### config.mk
export PLATFORM = sky130hd
export DESIGN_NAME = quicksort_array_sorter
export DESIGN_NICKNAME = d
export VERILOG_FILES = /design/src/sv/qsa_pkg.sv /design/src/sv/qsa_ram.sv /design/src/sv/quicksort_array_sorter.sv
export SDC_FILE = /design/constraint.sdc
export NUM_CORES = 2
export LEC_CHECK = 0
export CAP_MARGIN = 0
export CORE_ASPECT_RATIO = 2
export CORE_MARGIN = 4
export CORE_UTILIZATION = 48
export CTS_CLUSTER_SIZE = 20
export DETAILED_ROUTE_END_ITERATION = 8
export DONT_BUFFER_PORTS = 1
export PLACE_DENSITY = 0.74
export SYNTH_ARGS = -nofsm -noshare
export SYNTH_HDL_FRONTEND = slang
export SYNTH_SLANG_ARGS = --single-unit
### constraint.sdc
create_clock -name clk -period 6.55 [get_ports clk]
set_input_delay 0.3275 -clock clk [delete_from_list [all_inputs] [get_ports clk]]
set_output_delay 0.3275 -clock clk [all_outputs]
set_load 0.02 [all_outputs]
### src/sv/qsa_pkg.sv
`timescale 1ns / 1ps
// ----------------------------------------------------------------------------
// qsa_pkg
// Shared types and default sizes for the quicksort array sorter.
// ----------------------------------------------------------------------------
package qsa_pkg;

  localparam int DATA_W       = 32;
  localparam int CAPACITY_DEF = 64;

  typedef logic [DATA_W-1:0] word_t;

endpackage

### src/sv/qsa_ram.sv
`timescale 1ns / 1ps
// ----------------------------------------------------------------------------
// qsa_ram
// Single write port, single read port memory with registered read data.
// ----------------------------------------------------------------------------
module qsa_ram #(
  parameter int WIDTH = 32,
  parameter int DEPTH = 64,
  localparam int AW   = (DEPTH > 1) ? $clog2(DEPTH) : 1
) (
  input  logic             clk,
  input  logic             we,
  input  logic [AW-1:0]    waddr,
  input  logic [WIDTH-1:0] wdata,
  input  logic             re,
  input  logic [AW-1:0]    raddr,
  output logic [WIDTH-1:0] rdata
);

  logic [WIDTH-1:0] mem [DEPTH];
  logic [WIDTH-1:0] rdata_r;

  always_ff @(posedge clk) begin
    if (we) begin
      mem[waddr] <= wdata;
    end
    if (re) begin
      rdata_r <= mem[raddr];
    end
  end

  assign rdata = rdata_r;

endmodule

### src/sv/quicksort_array_sorter.sv
`timescale 1ns / 1ps
// Loading: one word per cycle while busy is low; the word flagged last starts the sort.
// Sort: each range is popped, its pivot fetched, its words scanned (a word less than the pivot
// is swapped into place), the pivot swapped to its final slot and both sides pushed, all through
// one store port pair and one signed comparator; an already ordered set is the slowest case.
// Emission: the store is read, then N results follow on consecutive cycles that cannot be held off.
// Reset (synchronous, rst_n low) clears state, count, stack pointer, overflow and strobe.
// ----------------------------------------------------------------------------
// quicksort_array_sorter
// Collects signed words into a store, sorts them in place by Lomuto quicksort
// with a range stack, and emits them in ascending order.
// ----------------------------------------------------------------------------
module quicksort_array_sorter
  import qsa_pkg::*;
#(
  parameter int CAPACITY = CAPACITY_DEF
) (
  input  logic                     clk,
  input  logic                     rst_n,
  input  logic                     start,
  output logic                     busy,
  input  logic signed [DATA_W-1:0] in_value,
  input  logic                     in_last,
  output logic                     out_valid,
  output logic signed [DATA_W-1:0] out_sorted_value,
  output logic                     out_final_res,
  output logic                     out_dropped
);

  localparam int AW = $clog2(CAPACITY);
  localparam int CW = $clog2(CAPACITY + 1);
  localparam int SW = 2 * AW;

  localparam logic [3:0] S_IDLE  = 4'd0;
  localparam logic [3:0] S_INIT  = 4'd1;
  localparam logic [3:0] S_POP   = 4'd2;
  localparam logic [3:0] S_POPW  = 4'd3;
  localparam logic [3:0] S_PIV   = 4'd4;
  localparam logic [3:0] S_SCAN  = 4'd5;
  localparam logic [3:0] S_SWAP  = 4'd6;
  localparam logic [3:0] S_SWAP2 = 4'd7;
  localparam logic [3:0] S_FINR  = 4'd8;
  localparam logic [3:0] S_FIN1  = 4'd9;
  localparam logic [3:0] S_FIN2  = 4'd10;
  localparam logic [3:0] S_PUSHR = 4'd11;
  localparam logic [3:0] S_PUSHL = 4'd12;
  localparam logic [3:0] S_EMIT  = 4'd13;

  localparam logic [CW-1:0] CAP_C = CW'(CAPACITY);
  localparam logic [CW-1:0] ONE_C = CW'(1);
  localparam logic [CW-1:0] TWO_C = CW'(2);

  logic [3:0]    state_r, state_nxt;
  logic [CW-1:0] count_r, count_nxt;
  logic [CW-1:0] sp_r, sp_nxt;
  logic          ovf_r, ovf_nxt;
  logic          valid_r, valid_nxt;
  logic          final_r, final_nxt;
  logic          drop_r, drop_nxt;
  logic [CW-1:0] lo_r, lo_nxt;
  logic [CW-1:0] hi_r, hi_nxt;
  logic [CW-1:0] i_r, i_nxt;
  logic [CW-1:0] fill_r, fill_nxt;
  logic [CW-1:0] k_r, k_nxt;
  word_t         pivot_r, pivot_nxt;
  word_t         elem_r, elem_nxt;

  logic          st_we, st_re;
  logic [AW-1:0] st_waddr, st_raddr;
  word_t         st_wdata, st_rdata;
  logic          sk_we, sk_re;
  logic [AW-1:0] sk_waddr, sk_raddr;
  logic [SW-1:0] sk_wdata, sk_rdata;

  logic [CW-1:0] p_w;
  logic [CW-1:0] pp1_w;
  logic [CW-1:0] pm1_w;
  logic [CW-1:0] cm1_w;
  logic [CW-1:0] ip1_w;
  logic [CW-1:0] spm1_w;
  logic          less_w;

  assign p_w    = fill_r - ONE_C;
  assign pp1_w  = p_w + ONE_C;
  assign pm1_w  = p_w - ONE_C;
  assign cm1_w  = count_r - ONE_C;
  assign ip1_w  = i_r + ONE_C;
  assign spm1_w = sp_r - ONE_C;
  assign less_w = $signed(st_rdata) < $signed(pivot_r);

  qsa_ram #(
    .WIDTH(DATA_W),
    .DEPTH(CAPACITY)
  ) u_store (
    .clk  (clk),
    .we   (st_we),
    .waddr(st_waddr),
    .wdata(st_wdata),
    .re   (st_re),
    .raddr(st_raddr),
    .rdata(st_rdata)
  );

  qsa_ram #(
    .WIDTH(SW),
    .DEPTH(CAPACITY)
  ) u_stack (
    .clk  (clk),
    .we   (sk_we),
    .waddr(sk_waddr),
    .wdata(sk_wdata),
    .re   (sk_re),
    .raddr(sk_raddr),
    .rdata(sk_rdata)
  );

  always_comb begin
    state_nxt = state_r;
    count_nxt = count_r;
    sp_nxt    = sp_r;
    ovf_nxt   = ovf_r;
    valid_nxt = 1'b0;
    final_nxt = final_r;
    drop_nxt  = drop_r;
    lo_nxt    = lo_r;
    hi_nxt    = hi_r;
    i_nxt     = i_r;
    fill_nxt  = fill_r;
    k_nxt     = k_r;
    pivot_nxt = pivot_r;
    elem_nxt  = elem_r;
    st_we     = 1'b0;
    st_waddr  = '0;
    st_wdata  = '0;
    st_re     = 1'b0;
    st_raddr  = '0;
    sk_we     = 1'b0;
    sk_waddr  = '0;
    sk_wdata  = '0;
    sk_re     = 1'b0;
    sk_raddr  = '0;
    case (state_r)
      S_IDLE: begin
        if (start) begin
          if (count_r < CAP_C) begin
            st_we     = 1'b1;
            st_waddr  = count_r[AW-1:0];
            st_wdata  = word_t'(in_value);
            count_nxt = count_r + ONE_C;
          end else begin
            ovf_nxt = 1'b1;
          end
          if (in_last) begin
            state_nxt = S_INIT;
          end
        end
      end
      S_INIT: begin
        sp_nxt = '0;
        if (count_r >= TWO_C) begin
          sk_we    = 1'b1;
          sk_waddr = '0;
          sk_wdata = {{AW{1'b0}}, cm1_w[AW-1:0]};
          sp_nxt   = ONE_C;
        end
        state_nxt = S_POP;
      end
      S_POP: begin
        if (sp_r == '0) begin
          k_nxt     = '0;
          state_nxt = S_EMIT;
        end else begin
          sk_re     = 1'b1;
          sk_raddr  = spm1_w[AW-1:0];
          sp_nxt    = spm1_w;
          state_nxt = S_POPW;
        end
      end
      S_POPW: begin
        lo_nxt = CW'(sk_rdata[SW-1:AW]);
        hi_nxt = CW'(sk_rdata[AW-1:0]);
        if (CW'(sk_rdata[SW-1:AW]) >= CW'(sk_rdata[AW-1:0])) begin
          state_nxt = S_POP;
        end else begin
          st_re     = 1'b1;
          st_raddr  = sk_rdata[SW-1:AW];
          i_nxt     = CW'(sk_rdata[SW-1:AW]) + ONE_C;
          fill_nxt  = CW'(sk_rdata[SW-1:AW]) + ONE_C;
          state_nxt = S_PIV;
        end
      end
      S_PIV: begin
        pivot_nxt = st_rdata;
        st_re     = 1'b1;
        st_raddr  = i_r[AW-1:0];
        state_nxt = S_SCAN;
      end
      S_SCAN: begin
        if (less_w && (i_r != fill_r)) begin
          elem_nxt  = st_rdata;
          st_re     = 1'b1;
          st_raddr  = fill_r[AW-1:0];
          state_nxt = S_SWAP;
        end else begin
          if (less_w) begin
            fill_nxt = fill_r + ONE_C;
          end
          i_nxt = ip1_w;
          if (i_r == hi_r) begin
            state_nxt = S_FINR;
          end else begin
            st_re    = 1'b1;
            st_raddr = ip1_w[AW-1:0];
          end
        end
      end
      S_SWAP: begin
        st_we     = 1'b1;
        st_waddr  = i_r[AW-1:0];
        st_wdata  = st_rdata;
        state_nxt = S_SWAP2;
      end
      S_SWAP2: begin
        st_we    = 1'b1;
        st_waddr = fill_r[AW-1:0];
        st_wdata = elem_r;
        fill_nxt = fill_r + ONE_C;
        i_nxt    = ip1_w;
        if (i_r == hi_r) begin
          state_nxt = S_FINR;
        end else begin
          st_re     = 1'b1;
          st_raddr  = ip1_w[AW-1:0];
          state_nxt = S_SCAN;
        end
      end
      S_FINR: begin
        if (p_w == lo_r) begin
          state_nxt = S_PUSHR;
        end else begin
          st_re     = 1'b1;
          st_raddr  = p_w[AW-1:0];
          state_nxt = S_FIN1;
        end
      end
      S_FIN1: begin
        st_we     = 1'b1;
        st_waddr  = lo_r[AW-1:0];
        st_wdata  = st_rdata;
        state_nxt = S_FIN2;
      end
      S_FIN2: begin
        st_we     = 1'b1;
        st_waddr  = p_w[AW-1:0];
        st_wdata  = pivot_r;
        state_nxt = S_PUSHR;
      end
      S_PUSHR: begin
        if ((pp1_w < hi_r) && (sp_r < CAP_C)) begin
          sk_we    = 1'b1;
          sk_waddr = sp_r[AW-1:0];
          sk_wdata = {pp1_w[AW-1:0], hi_r[AW-1:0]};
          sp_nxt   = sp_r + ONE_C;
        end
        state_nxt = S_PUSHL;
      end
      S_PUSHL: begin
        if ((p_w > (lo_r + ONE_C)) && (sp_r < CAP_C)) begin
          sk_we    = 1'b1;
          sk_waddr = sp_r[AW-1:0];
          sk_wdata = {lo_r[AW-1:0], pm1_w[AW-1:0]};
          sp_nxt   = sp_r + ONE_C;
        end
        state_nxt = S_POP;
      end
      S_EMIT: begin
        if (k_r < count_r) begin
          st_re     = 1'b1;
          st_raddr  = k_r[AW-1:0];
          valid_nxt = 1'b1;
          final_nxt = ((k_r + ONE_C) == count_r);
          drop_nxt  = ovf_r;
          k_nxt     = k_r + ONE_C;
        end else begin
          count_nxt = '0;
          sp_nxt    = '0;
          ovf_nxt   = 1'b0;
          state_nxt = S_IDLE;
        end
      end
      default: begin
        state_nxt = S_IDLE;
      end
    endcase
  end

  always_ff @(posedge clk) begin
    if (!rst_n) begin
      state_r <= S_IDLE;
      count_r <= '0;
      sp_r    <= '0;
      ovf_r   <= 1'b0;
      valid_r <= 1'b0;
    end else begin
      state_r <= state_nxt;
      count_r <= count_nxt;
      sp_r    <= sp_nxt;
      ovf_r   <= ovf_nxt;
      valid_r <= valid_nxt;
    end
  end

  always_ff @(posedge clk) begin
    final_r <= final_nxt;
    drop_r  <= drop_nxt;
    lo_r    <= lo_nxt;
    hi_r    <= hi_nxt;
    i_r     <= i_nxt;
    fill_r  <= fill_nxt;
    k_r     <= k_nxt;
    pivot_r <= pivot_nxt;
    elem_r  <= elem_nxt;
  end

  assign busy             = (state_r != S_IDLE);
  assign out_valid        = valid_r;
  assign out_sorted_value = $signed(st_rdata);
  assign out_final_res    = valid_r & final_r;
  assign out_dropped      = valid_r & drop_r;

`ifndef SYNTHESIS
  a_valid_busy: assert property (@(posedge clk) disable iff (!rst_n)
    out_valid |-> busy)
    else $error("result strobe outside a sort");

  a_stack_room: assert property (@(posedge clk) disable iff (!rst_n)
    sk_we |-> (sp_r < CAP_C))
    else $error("range stack overflow");

  a_scan_bounds: assert property (@(posedge clk) disable iff (!rst_n)
    (state_r == S_SCAN) |-> ((i_r <= hi_r) && (fill_r <= i_r) && (lo_r < fill_r)))
    else $error("partition indices out of range");

  a_final_ends: assert property (@(posedge clk) disable iff (!rst_n)
    (out_valid && out_final_res) |=> !out_valid)
    else $error("result after final word");
`endif

endmodule
==> reports/results.tsv <==
metric	value	unit
status	complete, but fails checks	
failing checks	design-rule violations, negative setup slack	
fin area	0.133	mm^2
min Tclk post-route	6.66	ns
number of global-route vias before repair	70800	
WS Path Type	register to register	
syn nets	7736	
Tot Pwr	50.6	mW
antenna viol nets, final	0	
CTS tree	done	
Final Hold Vio Count	0	
Worst Hold Slack	0.170	ns
Max stage delay cell, worst path	a311oi_2	
synthesized area	0.119	mm^2
DRT Wirelength	321000	um
most frequent cells in the layout	edfxtp_1 (2959), nand2_1 (1556), nand3_1 (413)	
Worst path top cell family by delay	simple AND/OR/NAND/NOR gates	
leading cell type in the layout, fill and taps excluded	edfxtp_1	
IO Count	72	
WP data required	7.08	ns
Placed Cells	10800	
Final GP Congestion	0.913	
Initial Utilization	0.481	
Die ar.	0.256	mm^2
yosys warns	0	
Mapped Cells	7632	
global route overflow	0	
type of the tightest min-delay check	input port to register	
Critical path buffers and inverters	1	
number of remaining DRC errors	2	
fill cell count	18800	
Top FF cell, synth	edfxtp_1	
layout cells sized above 1	0.146	
fraction of registers with async set/reset	0	
crit path max fanout	62	
largest net degree at the start of global routing	108	
Cell Chain, Critical Path	ha_1, nand4_1, nor4_1, a21oi_1, a311oi_2, nor3_4, nand2_1, a21oi_4, buf_12, a32oi_1, a31oi_1, or4_1, nor3_1	
Core Area	0.247	mm^2
initial drt markers	7776	
Clk pin slew, worst setup/hold paths	0.07	ns
fin crit share	1.02	
critical path depth in cells	13	
IO Port Bufs	0	
htree depth	4	
DPL Wire Length	206000	um
first-pass GRT wire length	467000	um
reg2reg path depth	13	
WL/cell	28.6	um
Layout Nets	7884	
EDFF count, synth	2959	
DIE HEIGHT	711	um
Post-Syn Area per Cell	15.6	um^2
Final Skew	0.0934	ns
CTS max path bufs	4	
total of max-cap violations	0	
setup repair bufs after CTS	0	
Layout Cells excl Fill	11200	
RSZ-0062 raised after global routing	false	
total iterations of the first detailed-routing run	9	
gr usage total	0.244	
Leak	44.9	nW
total negative slack	-0.113	ns
CTS sink count	2979	
setup ws final	-0.113	ns
Min-Delay Path Depth	3	
Slew Limit Fails	0	
die extent in x	360	um
Peak VDD IR	427	uV
Max Fclk	150	MHz
CTS Root Cell	clkbuf_16	
Power Density	381	mW/mm^2
FF+latch count, synth	2979	
via count	69700	
Setup WS pre-CTS	0.186	ns
Setup-failing EPs final	1	
Synth-to-Final Area Change	12.0	%
initial antenna violation count	6	
Distinct cells, synth	87	
worst-margin pin slew	1.33	ns
clock buffer count from CTS	240	
Critical Path Max Stage Delay	1.00	ns
register area share after synthesis	0.752	
Slew headroom	0.115	
final core utilization	0.539	
vias per std cell	6.21	
CP arrival	7.19	ns
Worst-Skew Late Latency	0.90	ns
Placed Area	0.125	mm^2
Rows	258	
critical path launch point type	register	
crit end category	register	
power by group:
group          internal (mW)  switching [mW]  total (mW)
registers               23.1           0.638        23.7
clock network           8.04            6.68        14.7
logic                   3.55            8.64        12.2
synth_stat cells (61+ instances only):
library cell / n / area share
a211oi_1: 74 / 0.0047
a21oi_1: 73 / 0.0031
a31oi_1: 159 / 0.0084
a32oi_1: 259 / 0.019
and2_1: 61 / 0.0032
and3_1: 99 / 0.0052
buf_2: 178 / 0.0075
clkbuf_1: 218 / 0.0069
edfxtp_1: 2959 / 0.75
ha_1: 68 / 0.0072
inv_1: 76 / 0.0024
mux2_2: 90 / 0.0085
mux2i_1: 259 / 0.022
mux4_2: 192 / 0.036
nand2_1: 1590 / 0.050
nand3_1: 417 / 0.018
nor2_1: 200 / 0.0063
o21ai_0: 90 / 0.0038
routing by layer:
| metal | vias to the layer above | part of all wire | track usage |
|---|---|---|---|
| li1 | 29800 | - | - |
| met1 | 34900 | 0.31 | 0.254 |
| met2 | 3844 | 0.53 | 0.449 |
| met3 | 1196 | 0.071 | 0.0301 |
| met4 | 2 | 0.087 | 0.178 |
| met5 | - | 0.000041 | 0 |
logic make-up (layout without fill, tap and decap cells):
| logic type | count (synthesis) | count (layout) | synth area share |
|---|---|---|---|
| AOI/OAI and AO/OA | 898 | 898 | 0.0567 |
| xor gates and xnor gates | 75 | 75 | 0.00600 |
| adders and majority gates | 68 | 68 | 0.00717 |
| buffers and inverters | 534 | 872 | 0.0198 |
| DFF | 2979 | 2979 | 0.752 |
| muxes | 541 | 541 | 0.0668 |
| other | 0 | 2 | 0 |
| and+or+nand+nor | 2537 | 2537 | 0.0919 |
layout make-up:
cell class / instances / area [um^2] / area share
Inverter: 78 / 293 / 0.00220
Multi-Input combinational cell: 4119 / 28000 / 0.211
Sequential cell: 2979 / 89300 / 0.671
Tap cell: 3250 / 4070 / 0.0306
Timing Repair Buffer: 362 / 3420 / 0.0257
Antenna cell: 2 / 5.00 / 0.0000376
Clock inverter: 163 / 1750 / 0.0131
Clock buffer: 269 / 6160 / 0.0463
final timing paths:
path	from	end	slack (ns)
setup / recovery	u_store.rdata[24]	u_store.rdata[25]	-0.11
hold / removal	in_value[21]	u_store.mem[0][21]	0.17
setup reg to reg	u_store.rdata[24]	u_store.rdata[25]	-0.11
hold reg to reg	u_stack.rdata[4]	hi_r[4]	0.47
flip-flops by register name (all words and copies together), names as in the netlist:
signal and flops:
state_r 4, out_valid 1, u_store.rdata 32, u_stack.rdata 12
elem_r 32, sp_r 7, hi_r 6, count_r 7
ovf_r 1, u_store.mem 2048, lo_r 6, fill_r 7
pivot_r 32, u_stack.mem 768, i_r 7, k_r 7
final_r 1, drop_r 1
tightest hold or removal path, cell delays in order:
cell     delay [ns]
nand2_1        0.07
nand2_2        0.05
buf_4          0.27
what timing repair did:
item | CTS | global route
resized for setup | 0 | 0
hold buffers | 5 | 0
hold endpoints to repair | 40 | 0
Note: power is estimated with default switching activity, not from simulation.
